**src/rtl/tcgp_pkg.sv**
```systemverilog
// ----------------------------------------------------------------------------
// tcgp_pkg
// Shared types, codes and the character remap for the text cursor glyph placer.
// ----------------------------------------------------------------------------
package tcgp_pkg;

    localparam int unsigned COORD_W = 8;
    localparam int unsigned CODE_W  = 8;
    localparam int unsigned IDX_W   = 2;

    localparam logic [COORD_W-1:0] COL_STEP = 8'd6;
    localparam logic [COORD_W-1:0] ROW_STEP = 8'd8;

    localparam logic [CODE_W-1:0] CODE_NEWLINE    = 8'd10;
    localparam logic [CODE_W-1:0] CODE_FORM_FEED  = 8'd12;
    localparam logic [CODE_W-1:0] CODE_FIRST_GLYPH = 8'd32;

    localparam logic OP_PUT_CHAR = 1'b0;
    localparam logic OP_MOVE     = 1'b1;

    typedef enum logic [IDX_W-1:0] {
        REG_COLUMN_ORIGIN = 2'd0,
        REG_LAST_COLUMN   = 2'd1,
        REG_ROW_ORIGIN    = 2'd2,
        REG_LAST_ROW      = 2'd3
    } t_reg_idx;

    localparam logic [COORD_W-1:0] RST_COLUMN_ORIGIN = 8'd3;
    localparam logic [COORD_W-1:0] RST_LAST_COLUMN   = 8'd38;
    localparam logic [COORD_W-1:0] RST_ROW_ORIGIN    = 8'd10;
    localparam logic [COORD_W-1:0] RST_LAST_ROW      = 8'd15;

    typedef enum logic [1:0] {
        ACT_NONE  = 2'd0,
        ACT_GLYPH = 2'd1,
        ACT_CLEAR = 2'd2
    } t_action;

    typedef struct packed {
        logic [COORD_W-1:0] column_origin;
        logic [COORD_W-1:0] last_column;
        logic [COORD_W-1:0] row_origin;
        logic [COORD_W-1:0] last_row;
    } t_cfg;

    typedef struct packed {
        logic [COORD_W-1:0] cursor_x;
        logic [COORD_W-1:0] cursor_y;
        logic [COORD_W-1:0] extent_x;
        logic [COORD_W-1:0] extent_y;
    } t_state;

    typedef struct packed {
        t_action            action;
        logic [CODE_W-1:0]  glyph_index;
        logic [COORD_W-1:0] pos_x;
        logic [COORD_W-1:0] pos_y;
        logic [COORD_W-1:0] clear_width;
        logic [COORD_W-1:0] clear_height;
    } t_result;

    // fold accented high codes onto the base glyph set
    function automatic logic [CODE_W-1:0] remap_code(input logic [CODE_W-1:0] c);
        logic [15:0]       prod;
        logic [4:0]        q;
        logic [CODE_W-1:0] r;
        logic [CODE_W-1:0] v;
        prod = {8'd0, c} * 16'd187;
        q    = prod[15:11];
        r    = c - CODE_W'({3'd0, q} * 8'd11);
        v    = c;
        if (c > 8'd122) begin
            priority if (c < 8'd206) begin
                v = r + 8'd33;
            end else if (c == 8'd206 || c == 8'd209) begin
                v = 8'd61;
            end else if (c == 8'd207 || c == 8'd210) begin
                v = 8'd59;
            end else if (c == 8'd208 || c == 8'd211) begin
                v = 8'd60;
            end else if (c < 8'd216) begin
                v = {7'd47, c[0]};
            end else if (c == 8'd217) begin
                v = 8'd40;
            end else if (c < 8'd220) begin
                v = r + 8'd33;
            end else if (c == 8'd220) begin
                v = 8'd45;
            end else if (c == 8'd222) begin
                v = 8'd47;
            end else if (c == 8'd223) begin
                v = 8'd64;
            end else begin
                v = c;
            end
        end
        return v;
    endfunction

endpackage

```
**src/rtl/tcgp_step.sv**
```systemverilog
// ----------------------------------------------------------------------------
// tcgp_step
// Next cursor state and result for one transaction.
// ----------------------------------------------------------------------------
module tcgp_step (
    input  logic                        i_op,
    input  logic [tcgp_pkg::CODE_W-1:0]  i_code,
    input  logic [tcgp_pkg::COORD_W-1:0] i_col,
    input  logic [tcgp_pkg::COORD_W-1:0] i_row,
    input  tcgp_pkg::t_cfg               i_cfg,
    input  tcgp_pkg::t_state             i_state,
    output tcgp_pkg::t_state             o_state,
    output tcgp_pkg::t_result            o_result
);

    logic [tcgp_pkg::COORD_W-1:0] w_adv_x;
    logic [tcgp_pkg::COORD_W-1:0] w_dx;
    logic [15:0]                  w_prod;
    logic [5:0]                   w_col_idx;
    logic [tcgp_pkg::COORD_W-1:0] w_wrap_y;
    logic [tcgp_pkg::COORD_W-1:0] w_wrap_x;
    logic [tcgp_pkg::COORD_W-1:0] w_dy;
    logic                         w_line_wrap;

    // column index of the advanced cursor, divide by 6 via reciprocal
    always_comb begin
        w_adv_x     = i_state.cursor_x + tcgp_pkg::COL_STEP;
        w_dx        = w_adv_x - i_cfg.column_origin;
        w_prod      = {8'd0, w_dx} * 16'd171;
        w_col_idx   = w_prod[15:10];
        w_line_wrap = (w_adv_x >= i_cfg.column_origin) &&
                      ({2'd0, w_col_idx} > i_cfg.last_column);
        w_wrap_x    = w_line_wrap ? i_cfg.column_origin : w_adv_x;
        w_wrap_y    = w_line_wrap ? (i_state.cursor_y + tcgp_pkg::ROW_STEP)
                                  : i_state.cursor_y;
        w_dy        = w_wrap_y - i_cfg.row_origin;
    end

    always_comb begin
        o_state  = i_state;
        o_result = '0;
        o_result.action = tcgp_pkg::ACT_NONE;
        if (i_op == tcgp_pkg::OP_MOVE) begin
            o_state.cursor_x = i_cfg.column_origin + {i_col[5:0], 2'b00} + {i_col[6:0], 1'b0};
            o_state.cursor_y = i_cfg.row_origin + {i_row[4:0], 3'b000};
        end else if (i_code == tcgp_pkg::CODE_FORM_FEED) begin
            o_result.action       = tcgp_pkg::ACT_CLEAR;
            o_result.clear_width  = i_state.extent_x;
            o_result.clear_height = i_state.extent_y;
            o_state.extent_x      = i_cfg.column_origin;
            o_state.extent_y      = i_cfg.row_origin;
            o_state.cursor_x      = i_cfg.column_origin;
            o_state.cursor_y      = i_cfg.row_origin;
        end else if (i_code == tcgp_pkg::CODE_NEWLINE) begin
            o_state.cursor_y = i_state.cursor_y + tcgp_pkg::ROW_STEP;
            o_state.cursor_x = i_cfg.column_origin;
        end else if (i_code >= tcgp_pkg::CODE_FIRST_GLYPH) begin
            o_result.action      = tcgp_pkg::ACT_GLYPH;
            o_result.glyph_index = tcgp_pkg::remap_code(i_code) - tcgp_pkg::CODE_FIRST_GLYPH;
            o_result.pos_x       = i_state.cursor_x;
            o_result.pos_y       = i_state.cursor_y;
            if (w_adv_x > i_state.extent_x) begin
                o_state.extent_x = w_adv_x;
            end
            if (i_state.cursor_y > i_state.extent_y) begin
                o_state.extent_y = i_state.cursor_y;
            end
            o_state.cursor_x = w_wrap_x;
            o_state.cursor_y = w_wrap_y;
            if ((w_wrap_y >= i_cfg.row_origin) &&
                ({3'd0, w_dy[7:3]} > i_cfg.last_row)) begin
                o_state.cursor_y = i_cfg.row_origin;
            end
        end
    end

endmodule

```
**src/rtl/text_cursor_glyph_placer_core.sv**
```systemverilog
// ----------------------------------------------------------------------------
// text_cursor_glyph_placer_core
// Text terminal cursor engine: places glyphs, tracks extents, wraps lines/pages.
// ----------------------------------------------------------------------------
// pipeline: input register, then the cursor state and result register
// throughput: one transaction per cycle unless the receiver stalls; the cursor update
//   is one pass of short logic between the input register and the result register
// reset: synchronous active low; clears the pipeline, cursor and extents,
//   and loads the configuration registers with their defaults
module text_cursor_glyph_placer_core (
    input  logic                         i_clk,
    input  logic                         i_rst_n,
    input  logic                         i_cfg_we,
    input  logic [tcgp_pkg::IDX_W-1:0]   i_cfg_idx,
    input  logic [tcgp_pkg::COORD_W-1:0] i_cfg_data,
    input  logic                         i_valid,
    output logic                         o_stall,
    input  logic                         i_opcode,
    input  logic [tcgp_pkg::CODE_W-1:0]  i_char_code,
    input  logic [tcgp_pkg::COORD_W-1:0] i_target_column,
    input  logic [tcgp_pkg::COORD_W-1:0] i_target_row,
    output logic                         o_valid,
    input  logic                         i_stall,
    output logic [1:0]                   o_action,
    output logic [tcgp_pkg::CODE_W-1:0]  o_glyph_index,
    output logic [tcgp_pkg::COORD_W-1:0] o_pos_x,
    output logic [tcgp_pkg::COORD_W-1:0] o_pos_y,
    output logic [tcgp_pkg::COORD_W-1:0] o_clear_width,
    output logic [tcgp_pkg::COORD_W-1:0] o_clear_height
);

    tcgp_pkg::t_cfg    r_cfg;
    tcgp_pkg::t_state  r_state;
    tcgp_pkg::t_state  n_state;
    tcgp_pkg::t_result r_result;
    tcgp_pkg::t_result n_result;

    logic                         r_in_valid;
    logic                         r_in_op;
    logic [tcgp_pkg::CODE_W-1:0]  r_in_code;
    logic [tcgp_pkg::COORD_W-1:0] r_in_col;
    logic [tcgp_pkg::COORD_W-1:0] r_in_row;
    logic                         r_out_valid;
    logic                         w_adv;

    assign w_adv   = !(r_out_valid && i_stall);
    assign o_stall = !w_adv;

    always_ff @(posedge i_clk) begin
        if (!i_rst_n) begin
            r_cfg.column_origin <= tcgp_pkg::RST_COLUMN_ORIGIN;
            r_cfg.last_column   <= tcgp_pkg::RST_LAST_COLUMN;
            r_cfg.row_origin    <= tcgp_pkg::RST_ROW_ORIGIN;
            r_cfg.last_row      <= tcgp_pkg::RST_LAST_ROW;
        end else if (i_cfg_we) begin
            unique case (tcgp_pkg::t_reg_idx'(i_cfg_idx))
                tcgp_pkg::REG_COLUMN_ORIGIN: r_cfg.column_origin <= i_cfg_data;
                tcgp_pkg::REG_LAST_COLUMN:   r_cfg.last_column   <= i_cfg_data;
                tcgp_pkg::REG_ROW_ORIGIN:    r_cfg.row_origin    <= i_cfg_data;
                tcgp_pkg::REG_LAST_ROW:      r_cfg.last_row      <= i_cfg_data;
                default: ;
            endcase
        end
    end

    // input register
    always_ff @(posedge i_clk) begin
        if (!i_rst_n) begin
            r_in_valid <= 1'b0;
        end else if (w_adv) begin
            r_in_valid <= i_valid;
        end
        if (w_adv && i_valid) begin
            r_in_op   <= i_opcode;
            r_in_code <= i_char_code;
            r_in_col  <= i_target_column;
            r_in_row  <= i_target_row;
        end
    end

    tcgp_step u_step (
        .i_op     (r_in_op),
        .i_code   (r_in_code),
        .i_col    (r_in_col),
        .i_row    (r_in_row),
        .i_cfg    (r_cfg),
        .i_state  (r_state),
        .o_state  (n_state),
        .o_result (n_result)
    );

    // cursor state and result register
    always_ff @(posedge i_clk) begin
        if (!i_rst_n) begin
            r_out_valid <= 1'b0;
            r_state     <= '0;
        end else if (w_adv) begin
            r_out_valid <= r_in_valid;
            if (r_in_valid) begin
                r_state <= n_state;
            end
        end
        if (w_adv && r_in_valid) begin
            r_result <= n_result;
        end
    end

    assign o_valid        = r_out_valid;
    assign o_action       = r_result.action;
    assign o_glyph_index  = r_result.glyph_index;
    assign o_pos_x        = r_result.pos_x;
    assign o_pos_y        = r_result.pos_y;
    assign o_clear_width  = r_result.clear_width;
    assign o_clear_height = r_result.clear_height;

endmodule

```
**config.mk**
```make
export PLATFORM = sky130hd
export DESIGN_NAME = text_cursor_glyph_placer_core
export DESIGN_NICKNAME = d
export VERILOG_FILES = /design/src/rtl/tcgp_pkg.sv /design/src/rtl/tcgp_step.sv /design/src/rtl/text_cursor_glyph_placer_core.sv
export SDC_FILE = /design/constraint.sdc
export NUM_CORES = 1
export LEC_CHECK = 0
export BUFFER_PORTS_ARGS = -buffer_cell sky130_fd_sc_hd__buf_4
export CORE_MARGIN = 4
export CORE_UTILIZATION = 55
export DETAILED_ROUTE_END_ITERATION = 6
export GPL_TIMING_DRIVEN = 0
export PLACE_DENSITY_LB_ADDON = 0.25
export SLEW_MARGIN = 20
export SYNTH_ARGS = -nofsm -noshare
export SYNTH_HDL_FRONTEND = slang
export SYNTH_SLANG_ARGS = --single-unit
```
**constraint.sdc**
```tcl
create_clock -name i_clk -period 28.1 [get_ports i_clk]
set_clock_uncertainty 0.2 [all_clocks]
set_input_delay 2.81 -clock i_clk [delete_from_list [all_inputs] [get_ports i_clk]]
set_output_delay 2.81 -clock i_clk [all_outputs]
set_load 0.02 [all_outputs]
```
==> impl_metrics.json, run 1 <==
{
  "final_hold_viol_count": 0,
  "met3_length_mm": 1.87,
  "clk_path_buf_depth": 2,
  "arrival_ns": 11.47,
  "area_delta_synth_final_pct": 14.6,
  "cts-resized-gates": 0,
  "reg2reg_from": "r_state[25]",
  "first_iter_violations": 646,
  "post_route_cells_drive_above_1_share": 0.105,
  "cts_setup_buffers": 0,
  "synth-adder-area-share": 0.281,
  "yosysTopAreaCell": "ha_1",
  "grt_pass1_wl_mm": 43.3,
  "antenna_found_initial": 0,
  "n_antenna_cell": 0,
  "clock.fmax_ghz": 0.0880,
  "path_clk_slew_ns": 0.07,
  "final_nets": 1540,
  "overflow": 0,
  "yosysTopAreaCellShare": 0.190,
  "hold_class": "reg -> reg",
  "synth_top_family_by_area": "adder cells",
  "synth_compound_area_frac": 0.160,
  "synth_common_cells": "184 x inv_1, 164 x ha_1, 113 x nand2_1",
  "syn_area_mm2": 0.0108,
  "finalCritPeriodShare": 0.404,
  "startpoint": "r_state[25]",
  "crit_type": "reg -> reg",
  "hold_buffers": 0,
  "ys_async_sr_fraction": 0,
  "grt_max_degree": 32,
  "dominantRegCellSynth": "dfxtp_1",
  "max_stage_delay_ns": 0.55,
  "drtAntennaViolNets": 0,
  "synthTopCellsByArea": "ha_1 19%, edfxtp_1 18%, dfxtp_1 12%",
  "worst_r2r_endpoint": "r_state[17]",
  "n_fill_cell": 1611,
  "rows": 50,
  "synth_edf_count": 63,
  "relSlewSlack": 0.321,
  "die_h_um": 148,
  "cp_data_required_time_ns": 28.21,
  "synth_xor_area_frac": 0.0337,
  "cts_max_level": 4,
  "slowest_stage": "fa_1",
  "synth_cells": 1188,
  "clock-sinks": 129,
  "drv_slew": 0,
  "drt-vias-per-instance": 5.70,
  "finalSetupTns_ns": 0,
  "vias": 8893,
  "finalCriticalPeriod_ns": 11.37,
  "crit_path_max_fanout": 8,
  "worst_pin_slew_ns": 1.02,
  "numCtsBuffers": 17,
  "routed.top_layer": "met4",
  "synthSimpleGateAreaFrac": 0.139,
  "portBuffers": 79,
  "drt-met1-wl_mm": 11.3,
  "final-setup-viol-count": 0,
  "drt-total-wl_mm": 26.3,
  "seq_area_mm2": 0.00321,
  "die_x_um": 148,
  "cp_common_cell": "ha_1",
  "post-synth-top-count-cell": "inv_1",
  "core_area_mm2": 0.0190,
  "max_cap_viol_count": 0,
  "reg2reg_slack_ns": 16.73,
  "clk_latency_ns": 0.44,
  "grt_use_total": 0.246,
  "status": "completed",
  "synth-warning-count": 0,
  "timing.critical_path.to": "r_state[17]",
  "grt_pass1_vias": 8718,
  "gp_congestion": 0.940,
  "synth_mux_area_frac": 0.0104,
  "critPathLaunchType": "register",
  "synthesis.nets": 1441,
  "cts_root_buf": "clkbuf_16",
  "start_util": 0.567,
  "ys_ff_latch": 129,
  "endpoint_kind": "register",
  "drc": 0,
  "multi_input_area_mm2": 0.00674,
  "syn_avg_cell_area_um2": 9.08,
  "cts_tree": "built",
  "rsz0062_at_grt": "no",
  "dr.pass1.iters": 6,
  "wl_met2_mm": 12.3,
  "boundaryPins": 84,
  "worstRegToRegCells": 44,
  "design.die.area_mm2": 0.0219,
  "ys_seq_area_frac": 0.298,
  "synth.distinct_cells": 75,
  "routedWlPerCell_um": 16.8,
  "dp.final_hpwl_mm": 20.8
}
per-layer routing:
metal  track usage  vias up
met5             0        -
met4        0.0878        0
met3        0.0424       76
met2         0.408      382
met1         0.325     4117
li1              -     4318
metrics by stage:
step,instances,util,hold WS (ns),setup WS (ns),instance area (um^2)
floorplan,1188,-,0.232,18.65,10800
global placement,1527,0.616,0.242,17.12,11700
detailed placement,1528,0.617,0.247,17.02,11700
CTS,1560,0.650,0.256,16.88,12400
global route,1560,0.650,0.278,15.96,12400
finish,1560,0.650,0.258,16.73,12400
critical path: cells and delay by family (launching register included):
family,cells,cell delay (ns)
AO/OA/AOI/OAI,19,3.80
XOR/XNOR,4,0.85
adder cells (fa/ha/maj),9,3.36
buffers and inverters,3,0.37
flip-flops,1,0.48
multiplexers,1,0.24
AND/OR/NAND/NOR,8,1.91
cells in the final DEF, fill, tap and decap left out, types with 10 or more instances in the layout:
master     instances
nor3_1            27
a21oi_1           79
nand2_1          113
clkbuf_16         18
o21ai_0           41
o211ai_1          19
nand3_1           25
xor2_1            19
and3_1            10
and2_1            17
nor2_1            77
xnor2_1           20
a211oi_1          14
inv_1            184
dfxtp_1           66
ha_1             164
fa_1              49
nand4_1           11
a21o_1            14
clkbuf_1          28
buf_4             79
edfxtp_1          63
final cells by class:
class / count / share of cell area
flip-flops and latches: 129 / 0.260
inverters: 184 / 0.0558
repair buffers: 80 / 0.0496
well taps: 260 / 0.0263
clock inverters: 14 / 0.0149
clock buffers: 18 / 0.0364
multi-input cells: 839 / 0.545
plain buffers: 36 / 0.0119
worst min path at each step:
stage / from / to / cells after the start
finish: r_cfg[23] / r_cfg[23] / 2
global route: r_cfg[23] / r_cfg[23] / 2
CTS: r_cfg[6] / r_cfg[6] / 2
detailed placement: r_state[10] / r_state[10] / 2
global placement: r_cfg[6] / r_cfg[6] / 2
floorplan: r_state[10] / r_state[10] / 2
flip-flops by register name, indices dropped and copies added (netlist names):
register	flops
r_cfg	32
r_state	32
o_clear_height	8
o_clear_width	8
o_glyph_index	8
o_pos_x	8
o_pos_y	8
r_in_code	8
r_in_col	7
r_in_row	5
o_action	2
o_valid	1
r_in_op	1
r_in_valid	1
logic make-up after synthesis:
| group | Yosys count |
|---|---|
| and+or+nand+nor | 317 |
| AOI/OAI and AO/OA | 258 |
| buffers and inverters | 220 |
| adders and majority gates | 213 |
| DFF | 129 |
| xor gates and xnor gates | 40 |
| muxes | 11 |
Power of run 1 is left out: the tool's default activity adds up to more than one toggle a clock period on the data nets, which glitch-free logic cannot reach.
==> run 2: changes to the inputs <==
clock period = 9.9 ns   (was 28.1 ns; I/O delays follow)
==> run 2 against run 1 <==
Effect of this change: register-to-register slack got worse by 16 ns; flip-flop and latch count unchanged; global-route usage increased by 0.32 points; critical path depth increased by 2; hold slack improved by 0.0015 ns; critical endpoint is now r_state[22]; via count increased by 1.9%; first-iteration DRC count increased by 2.8%; utilization increased by 2.1 points; die area unchanged; cell count increased by 1.1%.
==> impl_metrics.json, run 2 (synthesis gave the netlist of run 1 again) <==
{
  "drv_slew": 0,
  "core_area_mm2": 0.0190,
  "clock.fmax_ghz": 0.104,
  "first_iter_violations": 664,
  "whs_ns": 0.260,
  "path_clk_slew_ns": 0.07,
  "timing.critical_path.to": "r_state[22]",
  "worst_r2r_endpoint": "r_state[22]",
  "numCtsBuffers": 17,
  "clk_latency_ns": 0.44,
  "reg2reg_slack_ns": 0.30,
  "layout.cells.non_filler": 1577,
  "postPlaceCellArea_mm2": 0.0117,
  "finalCriticalPeriod_ns": 9.60,
  "grt_max_degree": 32,
  "gp_congestion": 0.940,
  "relSlewSlack": 0.313,
  "cp_data_required_time_ns": 10.03,
  "grt_use_total": 0.249,
  "drt-vias-per-instance": 5.75,
  "numPlacedInstances": 1528,
  "overflow": 0,
  "antenna_found_initial": 0,
  "area_delta_synth_final_pct": 18.3,
  "finalCritPeriodShare": 0.970,
  "arrival_ns": 9.73,
  "drt-total-wl_mm": 27.0,
  "final_hold_viol_count": 0,
  "critPathLaunchType": "register",
  "final_cell_mix": "182 x inv_1, 158 x ha_1, 113 x nand2_1, 95 x buf_4, 74 x a21oi_1",
  "slowest_stage": "fa_1",
  "crit_path_max_fanout": 6,
  "cts_tree": "built",
  "reg.largest.list": "r_cfg x32, r_state x32",
  "final_common_cell": "inv_1",
  "max_cap_viol_count": 0,
  "startpoint": "r_state[25]",
  "rows": 50,
  "die_x_um": 148,
  "start_util": 0.567,
  "reg2reg_from": "r_state[25]",
  "design.die.area_mm2": 0.0219,
  "final-setup-viol-count": 0,
  "max_stage_delay_ns": 0.55,
  "final_nets": 1557,
  "worst_pin_slew_ns": 1.03,
  "drc": 0,
  "clk_path_buf_depth": 2,
  "n_fill_cell": 1545,
  "dr.pass1.iters": 6,
  "routedWlPerCell_um": 17.1,
  "grt_pass1_wl_mm": 43.9,
  "portBuffers": 79,
  "hold_class": "reg -> reg",
  "die_h_um": 148,
  "vias": 9064,
  "crit_type": "reg -> reg",
  "grt_pass1_vias": 8830,
  "dp.final_hpwl_mm": 20.8,
  "boundaryPins": 84,
  "cts_root_buf": "clkbuf_16",
  "post_route_cells_drive_above_1_share": 0.151,
  "cp_common_cell": "a21oi_2",
  "worstRegToRegCells": 46,
  "cts_max_level": 4,
  "status": "completed",
  "n_antenna_cell": 0,
  "clock-sinks": 129,
  "endpoint_kind": "register",
  "fin_area_mm2": 0.0128,
  "drtAntennaViolNets": 0
}
==> run 2: changes by cell type in the layout (fill, tap and decap cells not counted), moves of 3 or more <==
cell and delta:
a21oi_1 -5, nor2_1 -7, dfxtp_1 -3, o21ai_2 +5
ha_1 -6, o21ai_0 -7, buf_4 +16, ha_4 +5
nor2_2 +4, a21oi_2 +4, nor2_4 +3, a21boi_2 +3
==> run 2: per-layer routing <==
metal / GRT usage / wire (um) / vias to the layer above
li1: - / - / 4360
met1: 0.325 / 11400 / 4249
met2: 0.415 / 12800 / 361
met3: 0.0414 / 1780 / 94
met4: 0.0993 / 1030 / 0
met5: 0 / 0 / -
==> run 2: what timing repair did <==
item,in CTS,in global routing
setup endpoints to repair,8,8
buffers inserted,3,14
pin swaps,7,21
hold buffers,0,0
gates resized for setup,26,38
==> run 2: layout make-up <==
cell class	instances	area, um^2	area share
Multi-Input combinational cell	839	7000	0.549
Clock buffer	18	450	0.0353
Sequential cell	129	3220	0.252
Inverter	184	691	0.0541
Timing Repair Buffer	97	744	0.0583
Clock inverter	14	184	0.0144
Tap cell	260	325	0.0255
Buffer	36	148	0.0116
==> run 2: critical path: cells and delay by family (launching register included) <==
family                   cells  cell delay [ns]
AO/OA/AOI/OAI               22             3.50
XOR/XNOR                     3             0.44
buffers and inverters        5             0.42
AND/OR/NAND/NOR              7             1.26
flip-flops                   1             0.39
adder cells (fa/ha/maj)      9             3.25
==> run 2: how the worst min path moves through the flow <==
stage,startpoint,cells after the start,end,slack (ns)
finish,r_cfg[6],2,r_cfg[6],0.26
global route,r_cfg[16],2,r_cfg[16],0.28
CTS,r_cfg[6],2,r_cfg[6],0.26
detailed placement,r_state[10],2,r_state[10],0.25
global placement,r_cfg[6],2,r_cfg[6],0.24
floorplan,r_state[10],2,r_state[10],0.23
==> run 2: through the flow <==
step	worst slack (ns)	util	setup TNS, ns
after floorplan	0.453	-	0
after global placement	-1.08	0.616	-7.95
after detailed placement	-1.18	0.617	-8.86
after CTS	0.0267	0.657	0
after global routing	-0.0606	0.671	-0.238
final	0.301	0.671	0
Power of run 2 is left out for the same reason.
